[src/hdl/cfr_pkg.sv]
`default_nettype none

package cfr_pkg;

  localparam int unsigned ODOM_FRAME_LEN   = 26;
  localparam int unsigned SENSOR_FRAME_LEN = 28;
  localparam int unsigned FRAME_MAX =
      (ODOM_FRAME_LEN > SENSOR_FRAME_LEN) ? ODOM_FRAME_LEN : SENSOR_FRAME_LEN;
  localparam int unsigned IDX_W = $clog2(FRAME_MAX);
  localparam int unsigned CNT_W = $clog2(FRAME_MAX + 1);

  localparam int unsigned FIFO_DEPTH = 2;
  localparam int unsigned PTR_W      = (FIFO_DEPTH > 1) ? $clog2(FIFO_DEPTH) : 1;
  localparam int unsigned FCNT_W     = $clog2(FIFO_DEPTH + 1);

  localparam logic [7:0] HDR_FIRST  = 8'hFF;
  localparam logic [7:0] HDR_ODOM   = 8'hFE;
  localparam logic [7:0] HDR_SENSOR = 8'hFF;

  localparam logic KIND_BYTE    = 1'b0;
  localparam logic KIND_TIMEOUT = 1'b1;

  typedef enum logic [1:0] {
    ST_OK      = 2'd0,
    ST_CSUM    = 2'd1,
    ST_HEADER  = 2'd2,
    ST_TIMEOUT = 2'd3
  } status_e;

  typedef enum logic {
    FT_ODOM   = 1'b0,
    FT_SENSOR = 1'b1
  } frame_type_e;

  typedef enum logic [1:0] {
    PH_IDLE = 2'd0,
    PH_HEAD = 2'd1,
    PH_BODY = 2'd2
  } phase_e;

  typedef logic [FRAME_MAX-1:0][7:0] frame_t;

  typedef struct packed {
    status_e     status;
    frame_type_e ftype;
    frame_t      data;
  } job_t;

endpackage

`default_nettype wire

[src/hdl/chassis_frame_receiver.sv]
`default_nettype none

// Receives UART bytes and timeout events and one item is accepted per clock
// cycle whenever the two-entry job queue between the parser and the result
// stage has room. A frame that ends, or fails, pushes one job holding the
// whole frame; the result stage then gives one result per cycle while
// out_ready_i is high: a single result for an odometry frame or an error,
// and a run of 28 results for a good sensor frame. Input stalls only when
// both queue entries are taken while the result stage is still busy with a run or held by out_ready_i.
module chassis_frame_receiver (
  input  logic        clk_i,
  input  logic        rst_ni,
  input  logic        in_valid_i,
  output logic        in_ready_o,
  input  logic        kind_i,
  input  logic [7:0]  rx_byte_i,
  output logic        out_valid_o,
  input  logic        out_ready_i,
  output logic [1:0]  status_o,
  output logic        frame_type_o,
  output logic [7:0]  raw_byte_o,
  output logic        last_o,
  output logic [31:0] left_wheel_count_o,
  output logic [31:0] right_wheel_count_o,
  output logic [15:0] yaw_value_o,
  output logic [15:0] roll_value_o,
  output logic [15:0] pitch_value_o,
  output logic [15:0] accel_x_o,
  output logic [15:0] accel_y_o,
  output logic [15:0] accel_z_o
);
  import cfr_pkg::*;

  logic space;
  logic push;
  job_t push_job;
  logic pop;
  logic job_valid;
  job_t pop_job;

  cfr_front u_front (
    .clk_i      (clk_i),
    .rst_ni     (rst_ni),
    .in_valid_i (in_valid_i),
    .in_ready_o (in_ready_o),
    .kind_i     (kind_i),
    .rx_byte_i  (rx_byte_i),
    .space_i    (space),
    .push_o     (push),
    .job_o      (push_job)
  );

  cfr_fifo u_fifo (
    .clk_i       (clk_i),
    .rst_ni      (rst_ni),
    .push_i      (push),
    .push_data_i (push_job),
    .space_o     (space),
    .pop_i       (pop),
    .valid_o     (job_valid),
    .pop_data_o  (pop_job)
  );

  cfr_back u_back (
    .clk_i               (clk_i),
    .rst_ni              (rst_ni),
    .job_valid_i         (job_valid),
    .job_i               (pop_job),
    .pop_o               (pop),
    .out_valid_o         (out_valid_o),
    .out_ready_i         (out_ready_i),
    .status_o            (status_o),
    .frame_type_o        (frame_type_o),
    .raw_byte_o          (raw_byte_o),
    .last_o              (last_o),
    .left_wheel_count_o  (left_wheel_count_o),
    .right_wheel_count_o (right_wheel_count_o),
    .yaw_value_o         (yaw_value_o),
    .roll_value_o        (roll_value_o),
    .pitch_value_o       (pitch_value_o),
    .accel_x_o           (accel_x_o),
    .accel_y_o           (accel_y_o),
    .accel_z_o           (accel_z_o)
  );

endmodule

`default_nettype wire

[src/hdl/cfr_front.sv]
`default_nettype none

module cfr_front (
  input  logic          clk_i,
  input  logic          rst_ni,
  input  logic          in_valid_i,
  output logic          in_ready_o,
  input  logic          kind_i,
  input  logic [7:0]    rx_byte_i,
  input  logic          space_i,
  output logic          push_o,
  output cfr_pkg::job_t job_o
);
  import cfr_pkg::*;

  phase_e                phase_q, phase_d;
  frame_type_e           kind_q, kind_d;
  logic [CNT_W-1:0]      cnt_q, cnt_d;
  logic [7:0]            sum_q, sum_d;
  frame_t                store_q;
  logic                  wr_en;
  logic [IDX_W-1:0]      wr_idx;
  logic                  accept;
  logic                  timeout;
  logic [CNT_W-1:0]      len;
  frame_t                snap;

  assign in_ready_o = space_i;
  assign accept     = in_valid_i & space_i;
  assign timeout    = (kind_i == KIND_TIMEOUT);
  assign len        = (kind_q == FT_SENSOR) ? CNT_W'(SENSOR_FRAME_LEN)
                                            : CNT_W'(ODOM_FRAME_LEN);

  always_comb begin
    for (int i = 0; i < FRAME_MAX; i++) begin
      snap[i] = (IDX_W'(i) == cnt_q[IDX_W-1:0]) ? rx_byte_i : store_q[i];
    end
  end

  always_ff @(posedge clk_i or negedge rst_ni) begin
    if (!rst_ni) begin
      phase_q <= PH_IDLE;
      kind_q  <= FT_ODOM;
      cnt_q   <= '0;
      sum_q   <= '0;
    end else begin
      phase_q <= phase_d;
      kind_q  <= kind_d;
      cnt_q   <= cnt_d;
      sum_q   <= sum_d;
    end
  end

  always_ff @(posedge clk_i) begin
    if (wr_en) begin
      store_q[wr_idx] <= rx_byte_i;
    end
  end

  always_comb begin
    phase_d      = phase_q;
    kind_d       = kind_q;
    cnt_d        = cnt_q;
    sum_d        = sum_q;
    wr_en        = 1'b0;
    wr_idx       = cnt_q[IDX_W-1:0];
    push_o       = 1'b0;
    job_o.status = ST_OK;
    job_o.ftype  = FT_ODOM;
    job_o.data   = snap;
    if (accept) begin
      unique case (phase_q)
        PH_HEAD: begin
          if (timeout) begin
            push_o       = 1'b1;
            job_o.status = ST_TIMEOUT;
            phase_d      = PH_IDLE;
          end else if (rx_byte_i == HDR_ODOM || rx_byte_i == HDR_SENSOR) begin
            kind_d  = (rx_byte_i == HDR_SENSOR) ? FT_SENSOR : FT_ODOM;
            wr_en   = 1'b1;
            wr_idx  = IDX_W'(1);
            sum_d   = sum_q + rx_byte_i;
            cnt_d   = CNT_W'(2);
            phase_d = PH_BODY;
          end else begin
            push_o       = 1'b1;
            job_o.status = ST_HEADER;
            phase_d      = PH_IDLE;
          end
        end
        PH_BODY: begin
          job_o.ftype = kind_q;
          if (timeout) begin
            push_o       = 1'b1;
            job_o.status = ST_TIMEOUT;
            phase_d      = PH_IDLE;
          end else if ((cnt_q + CNT_W'(1)) < len) begin
            wr_en = 1'b1;
            sum_d = sum_q + rx_byte_i;
            cnt_d = cnt_q + CNT_W'(1);
          end else begin
            push_o       = 1'b1;
            job_o.status = (sum_q == rx_byte_i) ? ST_OK : ST_CSUM;
            phase_d      = PH_IDLE;
          end
        end
        default: begin
          if (!timeout && rx_byte_i == HDR_FIRST) begin
            wr_en   = 1'b1;
            wr_idx  = '0;
            sum_d   = rx_byte_i;
            cnt_d   = CNT_W'(1);
            kind_d  = FT_ODOM;
            phase_d = PH_HEAD;
          end else begin
            phase_d = PH_IDLE;
          end
        end
      endcase
    end
  end

endmodule

`default_nettype wire

[src/hdl/cfr_fifo.sv]
`default_nettype none

module cfr_fifo (
  input  logic          clk_i,
  input  logic          rst_ni,
  input  logic          push_i,
  input  cfr_pkg::job_t push_data_i,
  output logic          space_o,
  input  logic          pop_i,
  output logic          valid_o,
  output cfr_pkg::job_t pop_data_o
);
  import cfr_pkg::*;

  job_t              mem_q [FIFO_DEPTH];
  logic [PTR_W-1:0]  wr_ptr_q, rd_ptr_q;
  logic [FCNT_W-1:0] count_q;

  assign space_o    = (count_q != FCNT_W'(FIFO_DEPTH));
  assign valid_o    = (count_q != '0);
  assign pop_data_o = mem_q[rd_ptr_q];

  always_ff @(posedge clk_i) begin
    if (push_i) begin
      mem_q[wr_ptr_q] <= push_data_i;
    end
  end

  always_ff @(posedge clk_i or negedge rst_ni) begin
    if (!rst_ni) begin
      wr_ptr_q <= '0;
      rd_ptr_q <= '0;
      count_q  <= '0;
    end else begin
      if (push_i) begin
        wr_ptr_q <= (wr_ptr_q == PTR_W'(FIFO_DEPTH - 1)) ? '0 : wr_ptr_q + PTR_W'(1);
      end
      if (pop_i) begin
        rd_ptr_q <= (rd_ptr_q == PTR_W'(FIFO_DEPTH - 1)) ? '0 : rd_ptr_q + PTR_W'(1);
      end
      if (push_i && !pop_i) begin
        count_q <= count_q + FCNT_W'(1);
      end else if (pop_i && !push_i) begin
        count_q <= count_q - FCNT_W'(1);
      end
    end
  end

endmodule

`default_nettype wire

[src/hdl/cfr_back.sv]
`default_nettype none

module cfr_back (
  input  logic          clk_i,
  input  logic          rst_ni,
  input  logic          job_valid_i,
  input  cfr_pkg::job_t job_i,
  output logic          pop_o,
  output logic          out_valid_o,
  input  logic          out_ready_i,
  output logic [1:0]    status_o,
  output logic          frame_type_o,
  output logic [7:0]    raw_byte_o,
  output logic          last_o,
  output logic [31:0]   left_wheel_count_o,
  output logic [31:0]   right_wheel_count_o,
  output logic [15:0]   yaw_value_o,
  output logic [15:0]   roll_value_o,
  output logic [15:0]   pitch_value_o,
  output logic [15:0]   accel_x_o,
  output logic [15:0]   accel_y_o,
  output logic [15:0]   accel_z_o
);
  import cfr_pkg::*;

  job_t             job_q;
  logic             valid_q;
  logic [IDX_W-1:0] idx_q;
  logic             is_run;
  logic             is_odom;
  logic             done;

  assign is_run  = (job_q.status == ST_OK) && (job_q.ftype == FT_SENSOR);
  assign is_odom = (job_q.status == ST_OK) && (job_q.ftype == FT_ODOM);
  assign last_o  = !is_run || (idx_q == IDX_W'(SENSOR_FRAME_LEN - 1));
  assign done    = valid_q && out_ready_i && last_o;
  assign pop_o   = job_valid_i && (!valid_q || done);

  assign out_valid_o  = valid_q;
  assign status_o     = job_q.status;
  assign frame_type_o = job_q.ftype;
  assign raw_byte_o   = is_run ? job_q.data[idx_q] : 8'd0;

  assign left_wheel_count_o  = is_odom ? {job_q.data[5], job_q.data[4],
                                          job_q.data[3], job_q.data[2]} : '0;
  assign right_wheel_count_o = is_odom ? {job_q.data[9], job_q.data[8],
                                          job_q.data[7], job_q.data[6]} : '0;
  assign yaw_value_o   = is_odom ? {job_q.data[11], job_q.data[10]} : '0;
  assign roll_value_o  = is_odom ? {job_q.data[13], job_q.data[12]} : '0;
  assign pitch_value_o = is_odom ? {job_q.data[15], job_q.data[14]} : '0;
  assign accel_x_o     = is_odom ? {job_q.data[17], job_q.data[16]} : '0;
  assign accel_y_o     = is_odom ? {job_q.data[19], job_q.data[18]} : '0;
  assign accel_z_o     = is_odom ? {job_q.data[21], job_q.data[20]} : '0;

  always_ff @(posedge clk_i) begin
    if (pop_o) begin
      job_q <= job_i;
    end
  end

  always_ff @(posedge clk_i or negedge rst_ni) begin
    if (!rst_ni) begin
      valid_q <= 1'b0;
      idx_q   <= '0;
    end else if (pop_o) begin
      valid_q <= 1'b1;
      idx_q   <= '0;
    end else if (valid_q && out_ready_i) begin
      if (last_o) begin
        valid_q <= 1'b0;
      end else begin
        idx_q <= idx_q + IDX_W'(1);
      end
    end
  end

endmodule

`default_nettype wire
[config.mk]
export PLATFORM = sky130hd
export DESIGN_NAME = chassis_frame_receiver
export DESIGN_NICKNAME = d
export VERILOG_FILES = /design/src/hdl/cfr_pkg.sv /design/src/hdl/chassis_frame_receiver.sv /design/src/hdl/cfr_front.sv /design/src/hdl/cfr_fifo.sv /design/src/hdl/cfr_back.sv
export SDC_FILE = /design/constraint.sdc
export NUM_CORES = 1
export LEC_CHECK = 0
export BUFFER_PORTS_ARGS = -buffer_cell sky130_fd_sc_hd__buf_2
export CORE_AREA = 4 4 338 340
export DETAILED_ROUTE_END_ITERATION = 8
export DIE_AREA = 0 0 342 344
export HOLD_SLACK_MARGIN = 0.12
export PLACE_DENSITY_LB_ADDON = 0.05
export SYNTH_ARGS = -nofsm -noshare
export SYNTH_HDL_FRONTEND = slang
export SYNTH_SLANG_ARGS = --single-unit
[constraint.sdc]
create_clock -name clk_i -period 18.38 [get_ports clk_i]
set_clock_uncertainty 0.15 [all_clocks]
set_input_delay 0.919 -clock clk_i [delete_from_list [all_inputs] [get_ports clk_i]]
set_output_delay 0.919 -clock clk_i [all_outputs]
set_load 0.005 [all_outputs]
==> results.json <==
{
  "wl_per_cell_um": 26.58,
  "antenna_found_initial": 10,
  "hold_class": "in2async",
  "synth_flop_cell": "edfxtp_1",
  "finalMaxSlewViolations": 0,
  "fillerInstances": 10172,
  "worst_pin_slew_ns": 1.368,
  "crit_type": "reg2reg",
  "syn_nets": 2069,
  "crit_family": "buffers and inverters",
  "cts-resized-gates": 0,
  "p_leak_nw": 14.49,
  "cp_data_required_time_ns": 18.52,
  "run_status": "finished clean",
  "via_per_inst": 4.851,
  "ant_nets": 0,
  "finalWirelength_um": 101900,
  "multi_input_area_um2": 9225,
  "ys_ff_latch": 931,
  "hpwl_um": 62510,
  "groute.usage.overall": 0.1722,
  "power.density_nw_per_um2": 131.1,
  "fp.dieW_um": 342,
  "cts_buffers": 102,
  "rsz0062_at_grt": "false",
  "grt_max_degree": 152,
  "fp-row-count": 123,
  "peakVddDrop_uv": 90.93,
  "avgSynthCellArea_um2": 18.44,
  "synth-edff-count": 905,
  "io_buffer_count": 186,
  "crit_chain": "ha_1 > xor2_1 > ha_1 > o21a_1 > nor2_1 > nor4b_2 > o21ai_0 > inv_1 > and2_4 > buf_4 > buf_4",
  "die_h_um": 344,
  "regArea_um2": 27840,
  "drtIter0Drc": 1203,
  "clkLatencyLatePin_ns": 0.67,
  "drive_gt1_frac": 0.3705,
  "synth_cell_types": 52,
  "holdWs_ns": 0.1614,
  "period_needed_ns": 5.364,
  "io-pin-count": 187,
  "globalplace.congestion": 0.7355,
  "worst-path-buf-inv": 3,
  "die_area_um2": 117600,
  "nets": 2280,
  "start_util": 0.3368,
  "htree_levels": 3,
  "clk_pin_slew_ns": 0.06,
  "cp_max_fo": 61,
  "clock_sinks": 931,
  "finalCritPeriodShare": 0.2919,
  "max_clock_freq_mhz": 186.4,
  "crit_slowest_cell": "and2_4",
  "synthArstFlopShare": 0.02793,
  "cts_buffer_depth": 3,
  "maxCapViolCount": 0,
  "cts_tree": "built",
  "cts_hold_buffers": 0,
  "max_slew_margin": 0.08434,
  "crit_path_start_kind": "flip-flop",
  "core_area_um2": 111600,
  "slowest_delay_ns": 0.84,
  "arrival_ns": 5.50,
  "hold_violations": 0,
  "areaGrowthSynthToFinish_pct": 15.24,
  "mostFrequentLayoutCell": "edfxtp_1",
  "finalSetupViolations": 0,
  "final_cell_mix": "905 x edfxtp_1, 430 x mux2_2, 186 x buf_2",
  "synth_area_um2": 37580,
  "grt_overflow_total": 0,
  "setup_tns_ns": 0,
  "grt_pass1_wl_um": 145100,
  "post_cts_buffers": 0,
  "clk_root_buffer_cell": "clkbuf_16",
  "first_global_vias": 19559,
  "ys_seq_area_frac": 0.7405,
  "drc": 0,
  "worst_setup_path_end_kind": "flip-flop",
  "synthCells": 2038,
  "firstDrtPassIters": 5,
  "vias": 18599,
  "ys_warn_count": 0
}
==> cell families (layout without fill, tap and decap cells) <==
group,Yosys count,after routing,share of synthesized area
flip-flops,931,931,0.7405
multiplexers,505,505,0.1702
AND/OR/NAND/NOR,357,357,0.05035
buffers and inverters,125,416,0.01462
AO/OA/AOI/OAI,86,86,0.01442
adder cells (fa/ha/maj),18,18,0.006193
XOR/XNOR,16,16,0.003729
other,0,5,0
==> worst paths after layout <==
check	startpoint	slack, ns	end	cells after the start
setup / recovery	u_front.cnt_q[1]$_DFFE_PN0P_	13.02	u_fifo.mem_q[1][109]$_DFFE_PP_	11
hold / removal	rst_ni	0.16	u_back.idx_q[2]$_DFFE_PN0P_	1
setup reg to reg	u_front.cnt_q[1]$_DFFE_PN0P_	13.02	u_fifo.mem_q[1][109]$_DFFE_PP_	11
hold reg to reg	u_front.sum_q[3]$_DFFE_PN0P_	0.36	u_front.sum_q[3]$_DFFE_PN0P_	1
max in group asynchronous	rst_ni	17.39	u_back.idx_q[1]$_DFFE_PN0P_	1
min in group clk_i	u_front.sum_q[3]$_DFFE_PN0P_	0.36	u_front.sum_q[3]$_DFFE_PN0P_	1
==> power breakdown <==
group	leakage (nW)	total (W)	internal [W]	switching, W
registers	8.59	0.00279	0.00262	0.000169
logic	4.37	0.000964	0.000409	0.000555
clock network	1.52	0.00192	0.00111	0.000814
total	14.5	0.00568	0.00414	0.00154
==> sequential cells by signal, summed over array words and instances (netlist names) <==
| signal | flops |
|---|---|
| u_fifo.mem_q | 454 |
| u_back.job_q | 224 |
| u_front.store_q | 224 |
| u_front.sum_q | 8 |
| u_back.idx_q | 5 |
| u_front.cnt_q | 5 |
| u_back.status_o | 2 |
| u_fifo.count_q | 2 |
| u_front.phase_q | 2 |
| u_back.frame_type_o | 1 |
| u_back.out_valid_o | 1 |
| u_fifo.rd_ptr_q | 1 |
| u_fifo.wr_ptr_q | 1 |
| u_front.kind_q | 1 |
==> worst register-to-register path: cells and delay by family, from the launching register on <==
kind                     cells  cell delay, ns
AND/OR/NAND/NOR              3            1.38
buffers and inverters        3            1.72
adder cells (fa/ha/maj)      2            0.58
XOR/XNOR                     1            0.19
AO/OA/AOI/OAI                2            0.48
flip-flops                   1            0.43
==> routing by layer <==
metal	share of wire	global-route usage	up-vias
met4	0.021	0.04786	0
met5	0	0	-
met3	0.046	0.02936	113
met1	0.46	0.2415	9780
met2	0.47	0.2779	411
li1	-	-	8295
==> cell usage after synthesis, types with 10 or more instances <==
| master | number | area [µm²] |
|---|---|---|
| o21ai_0 | 34 | 170.2 |
| ha_1 | 17 | 212.7 |
| nand3_1 | 14 | 70.07 |
| buf_2 | 13 | 65.06 |
| inv_1 | 16 | 60.06 |
| and2_1 | 165 | 1032 |
| nand2_1 | 61 | 229.0 |
| clkbuf_1 | 75 | 281.5 |
| nor2_1 | 74 | 277.8 |
| mux2i_1 | 11 | 110.1 |
| xor2_1 | 10 | 87.58 |
| mux4_2 | 64 | 1441 |
| nor2_2 | 11 | 68.82 |
| mux2_2 | 430 | 4842 |
| dfrtp_1 | 26 | 650.6 |
| a21oi_1 | 19 | 95.09 |
| edfxtp_1 | 905 | 27180 |
==> cell type report <==
type,count,area share
clock inverters,52,0.008061
clock buffers,132,0.06394
repair buffers,214,0.02693
multi-input cells,982,0.2130
diodes,5,0.0002889
flip-flops and latches,931,0.6428
well taps,1500,0.04334
inverters,18,0.001560
==> through the flow <==
stage          cell area, µm²  utilization  power [W]  worst slack [ns]  cells
4_1_cts                 43290       0.3880   0.005787             12.79   3829
3_5_place_dp            40170       0.3601   0.003842             12.82   3645
2_1_floorplan           37580            -   0.003354             6.060   2038
6_report                43300       0.3881   0.005679             13.02   3834
5_1_grt                 43290       0.3880   0.005936             12.62   3829
3_3_place_gp            40170       0.3600   0.003845             12.90   3645
Power figures use the tool's default switching activity.
